===== src/hdl/assert_macros.svh =====
// Assertion macros shared by the channel mixer RTL.
// Depends on nothing; each file that asserts includes this header.
`ifndef ASSERT_MACROS_SVH
`define ASSERT_MACROS_SVH

// Same-cycle implication, checked on every rising edge outside reset.
`define CMM_ASSERT_IMP(label, clk, rst_n, ante, cons) \
    label: assert property (@(posedge clk) disable iff (!rst_n) (ante) |-> (cons)) \
        else $error("channel mixer assertion failed");

// Next-cycle implication, checked on every rising edge outside reset.
`define CMM_ASSERT_NXT(label, clk, rst_n, ante, cons) \
    label: assert property (@(posedge clk) disable iff (!rst_n) (ante) |=> (cons)) \
        else $error("channel mixer assertion failed");

`endif


===== src/hdl/cmm_pkg.sv =====
// Package of the channel mixer: widths, request and register codes, shared types
// and the output rounding function. Depends on nothing.
package cmm_pkg;

    localparam int CMM_DIM         = 16;
    localparam int CMM_MAX_IN      = 16;
    localparam int CMM_MAX_OUT     = 16;
    localparam int CMM_CNT_W       = 5;
    localparam int CMM_CH_W        = 4;
    localparam int CMM_SMP_W       = 24;
    localparam int CMM_COEF_W      = 16;
    localparam int CMM_PROD_W      = CMM_SMP_W + CMM_COEF_W;
    localparam int CMM_ACC_W       = 48;
    localparam int CMM_PADDR_W     = 4;
    localparam int CMM_PDATA_W     = 32;

    // Request codes.
    localparam logic [1:0] REQ_SAMPLE = 2'd0;
    localparam logic [1:0] REQ_COEF   = 2'd1;
    localparam logic [1:0] REQ_MAP    = 2'd2;

    // Register indexes.
    localparam logic [1:0] REG_IN_CH  = 2'd0;
    localparam logic [1:0] REG_OUT_CH = 2'd1;
    localparam logic [1:0] REG_MAP_EN = 2'd2;

    localparam logic signed [CMM_SMP_W-1:0] SAT_HI = 24'sh7FFFFF;
    localparam logic signed [CMM_SMP_W-1:0] SAT_LO = 24'sh800000;

    typedef logic signed [CMM_ACC_W-1:0] acc_t;

    // Sample beat travelling down the cell chain.
    typedef struct packed {
        logic                          valid;
        logic                          clr;
        logic                          mac;
        logic [CMM_CH_W-1:0]           col;
        logic signed [CMM_SMP_W-1:0]   sample;
    } cmm_tok_t;

    // Coefficient write broadcast to all cells.
    typedef struct packed {
        logic                          en;
        logic [CMM_CH_W-1:0]           row;
        logic [CMM_CH_W-1:0]           col;
        logic signed [CMM_COEF_W-1:0]  value;
    } cmm_cwr_t;

    // Round half up from Q11.37 to Q1.23, then saturate to 24 bits.
    function automatic logic signed [CMM_SMP_W-1:0] cmm_round_sat(input acc_t acc);
        logic signed [CMM_ACC_W:0]      sum;
        logic signed [CMM_ACC_W-14:0]   q;
        logic signed [CMM_SMP_W-1:0]    res;
        sum = (CMM_ACC_W+1)'(acc) + (CMM_ACC_W+1)'(8192);
        q   = (CMM_ACC_W-13)'(sum >>> 14);
        if (q > (CMM_ACC_W-13)'(SAT_HI))
            res = SAT_HI;
        else if (q < (CMM_ACC_W-13)'(SAT_LO))
            res = SAT_LO;
        else
            res = q[CMM_SMP_W-1:0];
        return res;
    endfunction

endpackage


===== src/hdl/cmm_cell.sv =====
// One output row of the mixer: its coefficient column store, a registered MAC
// and its accumulator, which also rotates along the ring for readout. Depends on cmm_pkg.
module cmm_cell
    import cmm_pkg::*;
#(
    parameter int INDEX = 0
)
(
    input  logic                   clk,
    input  logic                   rst_n,
    input  cmm_tok_t               tok_in,
    output cmm_tok_t               tok_out,
    input  cmm_cwr_t               cwr,
    input  logic [CMM_CNT_W-1:0]   nout,
    input  logic                   rot,
    input  acc_t                   acc_in,
    output acc_t                   acc_out
);

    logic signed [CMM_COEF_W-1:0]  coef_mem [CMM_DIM];
    logic signed [CMM_PROD_W-1:0]  prod_reg;
    cmm_tok_t                      tok_reg;
    logic                          mac_reg;
    acc_t                          acc_reg;
    acc_t                          acc_next;
    acc_t                          acc_base;

    always_ff @(posedge clk)
    begin
        if (cwr.en && (cwr.row == CMM_CH_W'(INDEX)))
            coef_mem[cwr.col] <= cwr.value;
    end

    always_ff @(posedge clk or negedge rst_n)
    begin
        if (!rst_n)
            tok_reg <= '0;
        else
            tok_reg <= tok_in;
    end

    always_ff @(posedge clk)
    begin
        prod_reg <= coef_mem[tok_in.col] * tok_in.sample;
        mac_reg  <= tok_in.mac && (CMM_CNT_W'(INDEX) < nout);
    end

    // A clearing beat zeroes every row; only rows below the output count add.
    always_comb
    begin
        acc_base = tok_reg.clr ? '0 : acc_reg;
        acc_next = acc_reg;
        if (rot)
            acc_next = acc_in;
        else if (tok_reg.valid)
            acc_next = acc_base + (mac_reg ? CMM_ACC_W'(prod_reg) : '0);
    end

    always_ff @(posedge clk or negedge rst_n)
    begin
        if (!rst_n)
            acc_reg <= '0;
        else
            acc_reg <= acc_next;
    end

    assign tok_out = tok_reg;
    assign acc_out = acc_reg;

endmodule


===== config.mk =====
export PLATFORM = sky130hd
export DESIGN_NAME = cmm_cell
export DESIGN_NICKNAME = d
export VERILOG_FILES = /design/src/hdl/assert_macros.svh /design/src/hdl/cmm_pkg.sv /design/src/hdl/cmm_cell.sv
export SDC_FILE = /design/constraint.sdc
export NUM_CORES = 1
export LEC_CHECK = 0
export ABC_AREA = 0
export BUFFER_PORTS_ARGS = -buffer_cell sky130_fd_sc_hd__buf_2
export CAP_MARGIN = 20
export CORE_ASPECT_RATIO = 1.4
export CORE_MARGIN = 2
export CORE_UTILIZATION = 40
export CTS_BUF_LIST = sky130_fd_sc_hd__clkbuf_8
export DETAILED_ROUTE_END_ITERATION = 10
export PLACE_DENSITY_LB_ADDON = 0.12
export SYNTH_ARGS = -nofsm -noshare
export SYNTH_HDL_FRONTEND = slang
export SYNTH_SLANG_ARGS = --single-unit

===== constraint.sdc =====
create_clock -name clk -period 6.75 [get_ports clk]
set_clock_uncertainty 0.1 [all_clocks]
set_input_delay 0.3375 -clock clk [delete_from_list [all_inputs] [get_ports clk]]
set_output_delay 0.3375 -clock clk [all_outputs]
set_load 0.005 [all_outputs]

==> results.md <==
* Result of the run: complete, but fails checks
* Violations in the final reports: setup timing
* Number of flops mapped to enable cells by yosys at 256
* Clock tree from TritonCTS: done
* Highest attainable clock frequency at ~0.14 GHz
* Family with the most delay on the worst path: adder cells
* Placer's final routability congestion estimate at between 0.8 and 0.9
* Worst hold path depth at 3
* Detailed-router iteration count before antenna repair at 6
* Cell type of the slowest stage on the worst timing path: sky130_fd_sc_hd__mux4_2
* HPWL after DPL at between 60000 and 70000 µm
* Destination of the worst register-to-register timing path: prod_reg[38]$_DFF_P_
* Critical setup path kind: reg2reg
* Fin crit share at 105.4%
* Number of sinks on the clock net at about 380
* RSZ-0062 raised after global routing: true
* Via-per-instance ratio at 5.023
* Clock-pin slew reported for the worst setup and hold paths after clock tree synthesis at 0.06 ns
* Number of hold violations in the final report at 0
* Width of the die at roughly 240 µm
* Worst reg2reg path startpoint: coef_mem[14][5]$_DFFE_PP_
* Critical-path maximum fanout at 8
* CTS HTree Levels at 3
* Synth warn at 0
* Final routed wirelength across all metal layers at between 80000 and 90000 µm
* Max Cap Violations at 0
* Boundary pin count at roughly 190
* Area of the multi-input gates at 18330 µm²
* Global-route wire length before repair at roughly 130000 µm
* Slowest cell delay on critical path at approximately 0.65 ns
* Summed instance area of the synthesized netlist at 30680 µm²
* Flip-flop count of the largest register after layout at approximately 260
* Fraction of layout instances using a drive strength above 1 at a little over a fifth
* Die ar. at 78960 µm²
* Hold path endpoint: tok_out[25]$_DFF_PN0_
* Capturing element type of the critical path: flip-flop
* Most frequently used flop master after synthesis: sky130_fd_sc_hd__edfxtp_1
* Share of the yosys chip area belonging to registers at between 30% and 40%
* Share of synthesized registers carrying an async set or reset at a little over a fifth
* Number of cells produced by synthesis at 2714
* Met3 Wirelength at 3111 µm
* Worst-margin pin slew at 0.9697 ns
* Hold_sp: tok_in[25]
* Reg-to-reg setup timing slack at -0.36 ns
* Simple logic cell fraction of the synthesized area at between 10% and 20%
* Cts bufs inserted at 67
* Adder-Cell Fraction of Synth Area at 30.38%
* Category of the worst setup path launch point: flip-flop
* Buffers & Inverters on Critical Path at 7
* Net count after synthesis at around 3.3k
* Area taken by flip-flops and latches at about 10000 µm²
* Net total in the final layout at between 3k and 4k
* WP data arrival at approximately 7.6 ns
* Signed area change from the synthesized netlist to the final layout at 20.71%
* Per-instance average area after synthesis at ~11 µm²
* DR vias at ~21k
* Average wire length per cell after detail routing at a little under 20 µm
* Antenna violations before repair at 6
* Post-Synth XOR/XNOR Area at ~2.4%
* Post-route ant nets at 0
* CP required at a little over 7 ns
* Routed metal-1 wirelength at roughly 32000 µm
* Most Frequent Cell on Critical Path: sky130_fd_sc_hd__fa_1
* Share of the synthesized area in compound gates (AO/OA/AOI/OAI) at between 6 and 7%
* Post-route DRC violation count at 0
* Maximum root-to-sink buffer count at 3
* Min setup slack post-route at -0.3623 ns
* Filler cell count at 6949
* Initial cell density of the core at roughly two fifths
* Total of flip-flops plus latches after synthesis at between 300 and 400
* Congestion Overflow GR at 0
* Number of slew-limit violations in the final report at 0
* Maximum number of pins on one net before global-route repair at 106
* Largest family of logic cells by synthesized area: adder cells
* Initial DRC Count at between 1k and 1.5k
* Final-report setup violation count at 19
* Floorplan core area at between 70000 and 80000 µm²
* Row count at 120
* Total global-route track usage at a little over a fifth
* Highest signal layer in the routed design: met5
* Number of buffer cells added on primary ports at 190
* Count of unique library cells instantiated by Yosys at 75
* Vias in the first global route at roughly 23k
* Insertion delay of the later-clocked pin in the worst-skew pair at ~0.68 ns
* Total length of routed met2 wires at 43640 µm
* Hold_ws at approximately 0.056 ns
* Worst min-delay path category: in2reg
* Clock Tree Root: sky130_fd_sc_hd__clkbuf_8
* Worst R2R Path Depth at 27
* Die height at 331.7 µm
* Final period demand of the worst path at between 7 and 8 ns
* Fraction of synthesized area in multiplexers at a little under 7%
* Slew headroom at 35.35%
==> Yosys cell counts, drive strengths merged, types with 18 or more instances <==
cell type	number	area, µm²
a21o	61	457.9
a21oi	86	434.2
edfxtp	256	7687
nor2b	59	369.1
buf	25	180.2
o21ai	69	345.3
ha	145	1814
mux4	79	1779
inv	460	1727
nand3	20	110.1
nand2	289	1087
o21bai	22	165.2
nor2	69	259.0
and2	198	1239
fa	375	7507
mux2i	31	310.3
a31oi	19	133.9
dfrtp	79	1977
clkbuf	94	357.8
xor2	18	157.7
xnor2	67	586.8
dfxtp	41	820.8
==> cell families after synthesis <==
logic type	Yosys count
compound gates	325
buf+inv	580
xor+xnor	85
flops	376
mux	111
simple gates	717
fa+ha+maj	520
==> cell usage in the layout (no fill, tap or decap), types with 17 or more instances in the layout <==
cell                            Yosys  final
sky130_fd_sc_hd__inv_1            460    470
sky130_fd_sc_hd__fa_1             375    370
sky130_fd_sc_hd__nand2_1          288    287
sky130_fd_sc_hd__edfxtp_1         256    256
sky130_fd_sc_hd__buf_4              9    225
sky130_fd_sc_hd__and2_1           198    190
sky130_fd_sc_hd__buf_2              6    188
sky130_fd_sc_hd__ha_1             145    139
sky130_fd_sc_hd__dlygate4sd3_1      1     93
sky130_fd_sc_hd__mux4_2            79     79
sky130_fd_sc_hd__dfrtp_1           79     78
sky130_fd_sc_hd__clkbuf_8           0     74
sky130_fd_sc_hd__a21oi_1           85     69
sky130_fd_sc_hd__nor2_1            69     65
sky130_fd_sc_hd__xnor2_1           67     64
sky130_fd_sc_hd__a21o_1            61     60
sky130_fd_sc_hd__nor2b_1           59     59
sky130_fd_sc_hd__o21ai_0           61     58
sky130_fd_sc_hd__dfxtp_1           41     41
sky130_fd_sc_hd__mux2i_1           31     31
sky130_fd_sc_hd__o21bai_1          22     19
sky130_fd_sc_hd__buf_6              6     19
sky130_fd_sc_hd__xor2_1            18     18
sky130_fd_sc_hd__a21oi_2            1     17
sky130_fd_sc_hd__nand3_1           18     17
==> through the flow <==
stage	utilization, %	instances	setup WS (ns)	instance area, µm²	setup TNS (ns)
global route	48.55	4223	-0.6358	37030	-9.522
detailed placement	44.95	3993	-0.9184	34290	-16.12
floorplan	-	2714	-0.4590	30970	-2.742
finish	48.55	4223	-0.3623	37030	-4.408
global placement	44.95	3993	-0.8937	34290	-15.46
CTS	48.28	4216	-0.3656	36830	-4.006
==> what timing repair did <==
| item | in CTS | in global routing |
|---|---|---|
| buffers inserted | 11 | 9 |
| pin swaps | 34 | 51 |
| resized for setup | 45 | 41 |
| gates cloned | 0 | 0 |
| hold buffers | 93 | 0 |
| hold endpoints to repair | 354 | 0 |
| setup endpoints to repair | 20 | 25 |
==> worst reg2reg max path, cell delays in order, from the launching register on <==
cell	delay (ns)
sky130_fd_sc_hd__edfxtp_1	0.39
sky130_fd_sc_hd__mux4_2	0.47
sky130_fd_sc_hd__mux4_2	0.65
sky130_fd_sc_hd__and2_4	0.22
sky130_fd_sc_hd__fa_1	0.50
sky130_fd_sc_hd__inv_1	0.05
sky130_fd_sc_hd__fa_1	0.49
sky130_fd_sc_hd__inv_2	0.04
sky130_fd_sc_hd__fa_1	0.50
sky130_fd_sc_hd__inv_1	0.05
sky130_fd_sc_hd__fa_1	0.47
sky130_fd_sc_hd__inv_1	0.05
sky130_fd_sc_hd__fa_1	0.48
sky130_fd_sc_hd__inv_2	0.04
sky130_fd_sc_hd__fa_1	0.51
sky130_fd_sc_hd__inv_2	0.04
sky130_fd_sc_hd__ha_4	0.23
sky130_fd_sc_hd__a21oi_2	0.12
sky130_fd_sc_hd__o21bai_1	0.08
sky130_fd_sc_hd__a21oi_2	0.17
sky130_fd_sc_hd__o21ai_2	0.09
sky130_fd_sc_hd__o211ai_1	0.18
sky130_fd_sc_hd__buf_4	0.18
sky130_fd_sc_hd__a31oi_4	0.11
sky130_fd_sc_hd__a211o_1	0.36
sky130_fd_sc_hd__a21o_1	0.20
sky130_fd_sc_hd__a21oi_2	0.14
sky130_fd_sc_hd__xnor2_1	0.12
==> how the worst max path moves through the flow <==
| stage | to | cells past startpoint | slack (ns) | from |
|---|---|---|---|---|
| 2_1_floorplan | prod_reg[38]$_DFF_P_ | 28 | -0.46 | tok_in[24] |
| 3_3_place_gp | prod_reg[39]$_DFF_P_ | 27 | -0.89 | tok_in[24] |
| 3_5_place_dp | prod_reg[36]$_DFF_P_ | 23 | -0.92 | tok_in[24] |
| 4_1_cts | prod_reg[36]$_DFF_P_ | 27 | -0.37 | coef_mem[7][4]$_DFFE_PP_ |
| 5_1_grt | prod_reg[36]$_DFF_P_ | 27 | -0.64 | coef_mem[14][5]$_DFFE_PP_ |
| 6_report | prod_reg[38]$_DFF_P_ | 27 | -0.36 | coef_mem[14][5]$_DFFE_PP_ |
==> metal layers <==
layer | up-vias | global-route usage, %
met5 | - | 0
met4 | 10 | 6.649
met3 | 132 | 3.108
met2 | 455 | 39.84
met1 | 10784 | 24.22
li1 | 9831 | -
==> final cells by class <==
cell class | count | share of cell area (%)
Clock inverter | 45 | 0.8447
Sequential cell | 376 | 28.32
Tap cell | 976 | 3.298
Multi-Input combinational cell | 1758 | 49.49
Inverter | 460 | 4.663
Timing Repair Buffer | 533 | 10.63
Antenna cell | 1 | 0.006757
Clock buffer | 74 | 2.750
Power is not shown: default switching activity piles up to over one toggle a cycle in this logic, so the estimate is an artifact.
